**config.mk**
```make
export PLATFORM = sky130hd
export DESIGN_NAME = mcs_cell
export DESIGN_NICKNAME = d
export VERILOG_FILES = /design/src/rtl/mcs_pkg.sv /design/src/rtl/mcs_cell.sv
export SDC_FILE = /design/constraint.sdc
export NUM_CORES = 1
export LEC_CHECK = 0
export CELL_PAD_IN_SITES_DETAIL_PLACEMENT = 1
export CELL_PAD_IN_SITES_GLOBAL_PLACEMENT = 2
export CORE_MARGIN = 8
export CORE_UTILIZATION = 37
export CTS_CLUSTER_DIAMETER = 200
export CTS_CLUSTER_SIZE = 10
export DETAILED_ROUTE_END_ITERATION = 12
export DONT_BUFFER_PORTS = 1
export GPL_TIMING_DRIVEN = 0
export MAX_ROUTING_LAYER = met4
export PLACE_DENSITY_LB_ADDON = 0.3
export SYNTH_ARGS = -nofsm -noshare
export SYNTH_HDL_FRONTEND = slang
export SYNTH_SLANG_ARGS = --single-unit
```
**constraint.sdc**
```tcl
create_clock -name clk -period 10.35 [get_ports clk]
set_input_delay 1.5525 -clock clk [delete_from_list [all_inputs] [get_ports clk]]
set_output_delay 1.5525 -clock clk [all_outputs]
set_load 0.05 [all_outputs]
```
**src/rtl/mcs_pkg.sv**
```systemverilog
`timescale 1ns / 1ps
// Shared types, widths and helper functions of the mixing cut separation block.
// Used by mcs_cell and mixing_cut_separation; no dependencies.
package mcs_pkg;

  localparam int MAX_ITEMS_DEF = 32;
  localparam int POS_W         = 6;
  localparam int INDEX_BITS    = 10;
  localparam int THR_W         = 32;
  localparam int Z_W           = 17;
  localparam int TOL_W         = 16;
  localparam int IN_TDATA_W    = 96;
  localparam int OUT_TDATA_W   = 112;

  localparam logic KIND_TERM    = 1'b0;
  localparam logic KIND_SUMMARY = 1'b1;

  typedef struct packed {
    logic                         valid;
    logic [POS_W-1:0]             pos;
    logic signed [THR_W-1:0]      thr;
    logic [INDEX_BITS-1:0]        idx;
    logic [Z_W-1:0]               z;
  } entry_t;

  typedef struct packed {
    logic load;
    logic rotate;
    logic clear;
  } cell_ctrl_t;

  // Saturate a 33-bit signed difference to 32 bits.
  function automatic logic signed [31:0] sat33(input logic signed [32:0] v);
    logic signed [31:0] r;
    if (v[32] != v[31]) begin
      r = v[32] ? 32'sh8000_0000 : 32'sh7fff_ffff;
    end else begin
      r = v[31:0];
    end
    return r;
  endfunction

  // Saturate a 64-bit signed value to 32 bits.
  function automatic logic signed [31:0] sat64(input logic signed [63:0] v);
    logic signed [31:0] r;
    if (v > 64'sh0000_0000_7fff_ffff) begin
      r = 32'sh7fff_ffff;
    end else if (v < -64'sh0000_0000_8000_0000) begin
      r = 32'sh8000_0000;
    end else begin
      r = v[31:0];
    end
    return r;
  endfunction

endpackage

```
**src/rtl/mcs_cell.sv**
```systemverilog
`timescale 1ns / 1ps
// One cell of the sorted entry chain: holds one entry, inserts in order, rotates.
// Depends on mcs_pkg.
module mcs_cell (
  input  logic               clk,
  input  logic               rst,
  input  mcs_pkg::cell_ctrl_t ctrl,
  input  mcs_pkg::entry_t    new_entry,
  input  mcs_pkg::entry_t    up_entry,
  input  logic               up_before,
  input  mcs_pkg::entry_t    down_entry,
  output mcs_pkg::entry_t    entry,
  output logic               ahead
);

  // A newer entry has the larger position, so it wins a tie in z.
  assign ahead = !entry.valid || (new_entry.z >= entry.z);

  always_ff @(posedge clk) begin
    if (rst) begin
      entry.valid <= 1'b0;
    end else if (ctrl.clear) begin
      entry.valid <= 1'b0;
    end else if (ctrl.rotate) begin
      entry <= down_entry;
    end else if (ctrl.load && ahead) begin
      entry <= up_before ? up_entry : new_entry;
    end
  end

endmodule

```
=== Word level (Yosys, flattened, before mapping) ===
Cells that the tools add are included.

* Register bits: 66
* Latch bits: 0
* Bits in writable memories: 0
* ROM bits: 0
* Bits of input ports: 204
* Output and inout port bits: 67
* Word-level logic and storage cells: 17
* Memories kept: 0

* $add $sub $neg: 0
* Multipliers: 0
* Div/mod/pow operators: 0
* $lt $le $gt $ge: 1
* Eq/ne operators: 0
* Shifts and indexed selects: 0
* Multiplexer cells: 3
* Bitwise operators: 2
* Reduce and logical (&&, ||, !) cells: 6

{| class="wikitable"
|+ Operator list
! kind !! number
|-
| $mux 66 || 3
|-
| $ge 17x17->1 || 1
|-
| $reduce_and 3->1 || 1
|-
| $not 1->1 || 2
|-
| $reduce_bool 2->1 || 1
|-
| $reduce_or 2->1 || 1
|-
| $logic_and 1x1->1 || 1
|-
| $logic_not 1->1 || 1
|-
| $logic_or 1x1->1 || 1
|}

=== Depth between registers and ports, before layout ===
Gate-level depths: netlist (run 1).

* Depth after elaboration: 5
* Gate-level depth with buffers: 7
* Depth with buffers taken out: 7

=== Least setup slack after synthesis (run 1) ===
No wires, ideal clock.

* Path type: in2reg
* Start point: input port new_entry[15] in the netlist's numbering
* End point: register entry[0] in the netlist's numbering, enable pin
* Setup time: 0.569 ns
* Arrival time: 6.809 ns
* Required time: 9.781 ns
* Path slack: 2.972 ns
* Stages on the path: 6
* Path buffers: 0
* Cells stage by stage: ha_1 -> a21oi_2 -> o211ai_2 -> nor3_2 -> a31o_1 -> nor3_1

* Cells in the longest elaborated chain, start to end: 5

{| class="wikitable"
|+ Ends and longest elaborated chain
! element !! RTL line !! RTL
|-
| start, declared || mcs_cell.sv:8 || <nowiki>input mcs_pkg::entry_t new_entry,</nowiki>
|-
| $ge 17x17->1 || mcs_cell.sv:17 || <nowiki>assign ahead = !entry.valid || (new_entry.z >= entry.z);</nowiki>
|-
| $logic_or 1x1->1 || mcs_cell.sv:17 ||
|-
| $logic_and 1x1->1 || mcs_cell.sv:26 || <nowiki>end else if (ctrl.load && ahead) begin</nowiki>
|-
| $reduce_bool 2->1 (no source line) || -- ||
|-
| $reduce_and 3->1 (no source line) || -- ||
|-
| end signal, assigned || mcs_cell.sv:25 || <nowiki>entry <= down_entry;</nowiki>
|-
| end signal, assigned || mcs_cell.sv:27 || <nowiki>entry <= up_before ? up_entry : new_entry;</nowiki>
|-
| end, declared || mcs_cell.sv:12 || <nowiki>output mcs_pkg::entry_t entry,</nowiki>
|}

No other way between the ends.
A chain may end at the register's enable or synchronous reset.

=== Worst setup path in the final report (run 1) ===
* Start point: input port new_entry[0] in the netlist's numbering
* End point: output port ahead

* Cells in the longest elaborated chain, start to end: 2

{| class="wikitable"
|+ Ends and longest elaborated chain
! element !! RTL line !! RTL
|-
| $ge 17x17->1 || mcs_cell.sv:17 ||
|-
| $logic_or 1x1->1 || mcs_cell.sv:17 ||
|-
| end, declared || mcs_cell.sv:13 || <nowiki>output logic ahead</nowiki>
|}

No other way between the ends.

==> impl_metrics.py, run 1 <==
metrics = {
    "sta": {
        "worst_hold_slack_ns": 0.738,
        "hold_violations": 0,
        "fin_crit_sh_pct": 42.0,
        "period_minus_slack_ns": 4.34,
        "slew_violations": 0,
        "finalSetupViolations": 0,
        "tightest_slew_ns": 0.864,
        "fin_skew_ns": 0.0103,
        "fmax_ghz": 0.230,
        "relSlewSlack_pct": 42.1,
        "rsz0062_at_grt": "no",
        "fin_setup_tns_ns": 0,
    },
    "worst_setup_path": {
        "cp-start-kind": "input port",
        "max_stage_delay_ns": 0.37,
        "cp-end-kind": "output port",
        "cp.arrival_ns": 2.79,
        "crit_required_ns": 8.80,
        "ff2ff_path_depth": 10,
        "crit_slowest_cell": "a31o_2",
        "crit_fanout": 2,
        "reg2reg_slack_ns": 6.98,
        "r2r-start": "entry[15]$_DFFE_PP_",
        "crit_type": "in2out",
        "path_cells": "inv_1 -> ha_1 -> nor3b_1 -> o21ai_1 -> o2111ai_1 -> nand3b_1 -> a31o_2",
        "cp-startpoint": "new_entry[0]",
        "crit_end": "ahead",
        "timing.rr.end": "entry[43]$_DFFE_PP_",
    },
    "floorplan": {
        "num_rows": 37,
        "core-area_sq_um": 10200,
        "die_area_sq_um": 13900,
        "die_y_microns": 118,
        "initial_core_util_pct": 37.7,
        "die_w_microns": 118,
        "num_io_pins": 271,
    },
    "logic_synthesis": {
        "synth_edf_count": 65,
        "yosys-top-cells-area": "edfxtp_1 (51%), mux2i_1 (17%), o21ai_0 (9.0%)",
        "synth_ff_type": "edfxtp_1",
        "synth_cells": 357,
        "syn_nets": 578,
        "async_reset_ff_share_pct": 0,
        "synth_cell_types": 30,
        "synthMostInstantiatedCell": "nand2_1",
        "yosys-top-cells-count": "nand2_1 (72), o21ai_0 (69), mux2i_1 (67)",
        "ys_warn_count": 0,
        "ys_seq_elements": 66,
        "avgSynthCellArea_sq_um": 10.7,
        "ys_seq_area_share_pct": 51.4,
        "synth_top_area_share_pct": 50.9,
        "synth_area_sq_um": 3840,
        "synth_area_leader_cell": "edfxtp_1",
    },
    "routing": {
        "dr_total_vias": 2829,
        "viasPerCell": 5.53,
        "drtAntennaViolNets": 0,
        "routed_wirelength_microns": 13100,
        "routedWlPerCell_microns": 25.6,
        "drc_errors": 0,
        "first_pass_iters": 4,
        "drt_iter0_drc": 117,
    },
    "placement": {
        "io_buffers": 0,
        "detailed_place_hpwl_microns": 10900,
        "gp_congestion": 0.769,
        "dpl_cell_area_sq_um": 4070,
    },
    "outcome": {
        "status": "finished, final reports clean",
    },
    "finish": {
        "drive_above_1_share_pct": 9.04,
        "num-nets-final": 594,
        "post-route-cell-area_sq_um": 4220,
        "top_regs": "entry x66",
        "areaGrowthSynthToFinish_pct": 9.98,
        "regMostFlops": "entry",
        "largest_reg_flops": 66,
        "n_antenna_cell": 0,
        "fin_util_pct": 41.4,
    },
    "power": {
        "power_w": 0.000612,
        "power.density_nw_per_um2": 145,
        "vdd_ir_drop_max_mv": 0.0452,
        "p_leak_nw": 1.70,
    },
    "grt": {
        "grt_pass1_wl_microns": 19500,
        "antenna_found_initial": 0,
        "grt.total_usage_pct": 18.8,
        "overflow": 0,
        "grt_pass1_vias": 3361,
        "grt_max_degree": 14,
    },
    "clock_tree": {
        "post_cts.repair.setup_buffers": 0,
        "cts_tree": "yes",
        "path_clk_slew_ns": 0.07,
        "clock_path_buffers": 2,
        "cts.sinks": 66,
        "numCtsBuffers": 9,
        "clk_latency_ns": 0.34,
        "postCtsHoldBufs": 0,
        "cts_root_buffer": "clkbuf_8",
        "postCtsResizedCells": 0,
        "htree_levels": 3,
    },
    "flow_run": {
        "cap_violations": 0,
    },
    "min_path": {
        "hold_path_class": "reg2reg",
    },
}
[worst max-delay path, delay by kind of cell]
family	cells	cell delay [ns]
AO/OA/AOI/OAI	3	0.61
buffers and inverters	1	0.02
AND/OR/NAND/NOR	2	0.32
adder cells (fa/ha/maj)	1	0.28
[area by class of cell]
class | count | area (sq um)
plain buffers | 23 | 123
clock buffers | 9 | 124
clock inverters | 5 | 23.8
fillers | 1153 | 5970
inverters | 18 | 67.6
multi-input cells | 250 | 1680
flip-flops and latches | 66 | 1970
well taps | 136 | 170
repair buffers | 5 | 60.1
[per-stage QoR]
stage / cells / setup slack [ns]
6_report: 512 / 6.01
5_1_grt: 512 / 5.92
4_1_cts: 512 / 6.00
3_5_place_dp: 498 / 6.01
3_3_place_gp: 493 / 0.479
2_1_floorplan: 357 / 2.97
[cells by family after synthesis]
group	Yosys count	share of synthesized area [%]
AO/OA/AOI/OAI	84	11.8
adder cells (fa/ha/maj)	17	5.54
buffers and inverters	41	4.96
flip-flops	66	51.4
multiplexers	67	17.5
AND/OR/NAND/NOR	82	8.77
[report_power, final]
| group | switching (W) | internal, W |
|---|---|---|
| clock network | 0.0000966 | 0.0000813 |
| registers | 0.0000457 | 0.000312 |
| logic | 0.0000447 | 0.0000319 |
| total | 0.000187 | 0.000425 |
[routing by layer]
metal	GRT usage [%]	routed length, microns	vias up
li1	-	-	1319
met1	19.5	5090	1334
met2	32.1	6580	163
met3	7.34	1200	13
met4	6.49	222	0
met5	-	0	-
[cells in the final DEF (no fill, tap or decap), types with 6 or more instances in the layout]
cell type / n
buf_6: 6
o21ai_0: 69
clkbuf_1: 10
mux2i_1: 67
inv_1: 18
ha_1: 17
buf_2: 8
clkbuf_8: 9
edfxtp_1: 65
nand2_1: 72
[worst min path at each step]
stage | startpoint | endpoint | slack, ns | depth (start not counted)
6_report | entry[65]$_SDFFE_PP0P_ | entry[65]$_SDFFE_PP0P_ | 0.74 | 2
5_1_grt | entry[65]$_SDFFE_PP0P_ | entry[65]$_SDFFE_PP0P_ | 0.79 | 2
4_1_cts | entry[65]$_SDFFE_PP0P_ | entry[65]$_SDFFE_PP0P_ | 0.74 | 2
3_5_place_dp | entry[65]$_SDFFE_PP0P_ | entry[65]$_SDFFE_PP0P_ | 0.73 | 2
3_3_place_gp | entry[65]$_SDFFE_PP0P_ | entry[65]$_SDFFE_PP0P_ | 0.71 | 2
2_1_floorplan | entry[65]$_SDFFE_PP0P_ | entry[65]$_SDFFE_PP0P_ | 0.68 | 2
No activity file was read; power rests on OpenSTA's default activity.
==> run 2: changes to the inputs <==
CORE_UTILIZATION = 31   (was 37)
clock period = 3.5 ns   (was 10.35 ns; I/O delays follow)
==> run 2 against run 1 <==
Effect of this change: non-clock buffer count decreased by 2; sequential share of layout area decreased by 2.5 points; die area increased by 17%.
==> impl_metrics.py, run 2 (synthesis results as in run 1) <==
metrics = {
    "sta": {
        "hold_violations": 0,
        "fin_skew_ns": 0.00412,
        "slew_violations": 0,
        "fmax_ghz": 0.314,
        "fin_crit_sh_pct": 91.0,
        "tightest_slew_ns": 0.897,
        "relSlewSlack_pct": 40.0,
        "period_minus_slack_ns": 3.19,
        "finalSetupViolations": 0,
        "rsz0062_at_grt": "no",
        "fin_setup_tns_ns": 0,
    },
    "finish": {
        "final_common_cell": "nand2_1",
        "drive_above_1_share_pct": 10.1,
        "nFillCells": 1317,
        "regArea_sq_um": 1970,
        "multi_input_area_sq_um": 1720,
        "n_antenna_cell": 0,
        "num-nets-final": 592,
        "top_regs": "entry x66",
        "final_cell_mix": "nand2_1 (72), o21ai_0 (68), mux2i_1 (67)",
        "largest_reg_flops": 66,
        "areaGrowthSynthToFinish_pct": 16.2,
        "regMostFlops": "entry",
    },
    "clock_tree": {
        "numCtsBuffers": 9,
        "htree_levels": 3,
        "clk_latency_ns": 0.32,
        "postCtsResizedCells": 0,
        "clock_path_buffers": 2,
        "path_clk_slew_ns": 0.05,
        "postCtsHoldBufs": 0,
        "post_cts.repair.setup_buffers": 0,
        "cts_tree": "yes",
        "cts_root_buffer": "clkbuf_16",
        "cts.sinks": 66,
    },
    "placement": {
        "gp_congestion": 0.748,
        "io_buffers": 0,
        "detailed_place_hpwl_microns": 11000,
    },
    "power": {
        "power.density_nw_per_um2": 483,
        "p_leak_nw": 1.77,
        "power_w": 0.00215,
        "vdd_ir_drop_max_mv": 0.170,
    },
    "grt": {
        "grt_pass1_vias": 3237,
        "grt.total_usage_pct": 16.2,
        "grt_max_degree": 22,
        "overflow": 0,
        "antenna_found_initial": 0,
        "grt_pass1_wl_microns": 19300,
    },
    "min_path": {
        "hold_path_class": "in2reg",
        "hold_depth": 2,
    },
    "routing": {
        "dr_wl_met3_microns": 1650,
        "drc_errors": 0,
        "dr_wl_met2_microns": 6440,
        "first_pass_iters": 4,
        "drt_iter0_drc": 77,
        "top_layer": "met4",
        "routedWlPerCell_microns": 24.3,
        "wl_met1_microns": 4990,
        "routed_wirelength_microns": 13200,
        "drtAntennaViolNets": 0,
        "viasPerCell": 5.08,
        "dr_total_vias": 2764,
    },
    "floorplan": {
        "die_area_sq_um": 16200,
        "core-area_sq_um": 12100,
        "die_w_microns": 127,
        "num_io_pins": 271,
        "die_y_microns": 127,
        "num_rows": 40,
        "initial_core_util_pct": 31.8,
    },
    "worst_setup_path": {
        "crit_type": "reg2reg",
        "cp-end-kind": "flip-flop",
        "cp.arrival_ns": 3.22,
        "crit_required_ns": 3.53,
        "crit_fanout": 19,
        "ff2ff_path_depth": 9,
        "cp-start-kind": "flip-flop",
    },
    "flow_run": {
        "cap_violations": 0,
    },
    "outcome": {
        "status": "finished, final reports clean",
    },
}
[run 2: changes by cell type in the layout (fill, tap and decap cells not counted), sizes merged]
| cell | before | now |
|---|---|---|
| clkbuf | 19 | 22 |
| clkinv | 4 | 3 |
| buf | 18 | 16 |
| bufinv | 0 | 1 |
| clkinvlp | 1 | 0 |
[run 2: worst max-delay path: stages (launching register included)]
cell	delay, ns
edfxtp_1	0.67
inv_1	0.09
ha_1	0.29
o21ai_0	0.07
o21ai_1	0.13
o2111ai_1	0.18
a31o_1	0.32
nor3_4	0.71
buf_16	0.24
buf_16	0.17
[run 2: layout make-up]
| class | count | area share [%] |
|---|---|---|
| buffer | 23 | 2.75 |
| timing repair buffer | 3 | 1.85 |
| clock buffer | 12 | 5.31 |
| multi-input combinational | 250 | 38.7 |
| inverter | 18 | 1.52 |
| tap | 168 | 4.72 |
| sequential | 66 | 44.2 |
| clock inverter | 4 | 0.955 |
[run 2: through the flow]
step	cells	util (%)	cell area, sq um	hold WS [ns]	setup slack, ns
3_5_place_dp	528	34.6	4180	0.722	0.293
4_1_cts	544	37.0	4460	0.388	0.268
6_report	544	37.0	4460	0.401	0.313
5_1_grt	544	37.0	4460	0.389	0.114
3_3_place_gp	525	34.0	4100	0.712	-1.04
2_1_floorplan	357	-	3880	0.680	-0.0543
[run 2: power breakdown]
part	internal, W	leakage, nW	total, W	switching [W]
Sequential	0.000923	0.617	0.00106	0.000135
Combinational	0.000101	1.02	0.000233	0.000132
Clock	0.000546	0.136	0.000860	0.000314
[run 2: path summary, 6_finish.rpt]
path	startpoint	endpoint	slack, ns
min reg2reg	entry[65]$_SDFFE_PP0P_	entry[65]$_SDFFE_PP0P_	0.73
max	entry[2]$_DFFE_PP_	entry[42]$_DFFE_PP_	0.31
min	down_entry[63]	entry[63]$_DFFE_PP_	0.40
max reg2reg	entry[2]$_DFFE_PP_	entry[42]$_DFFE_PP_	0.31
[run 2: routing by layer]
| layer | track usage [%] | vias to the layer above |
|---|---|---|
| met2 | 26.6 | 166 |
| met3 | 8.61 | 9 |
| met4 | 4.27 | 0 |
| met5 | - | - |
| li1 | - | 1316 |
| met1 | 16.7 | 1273 |
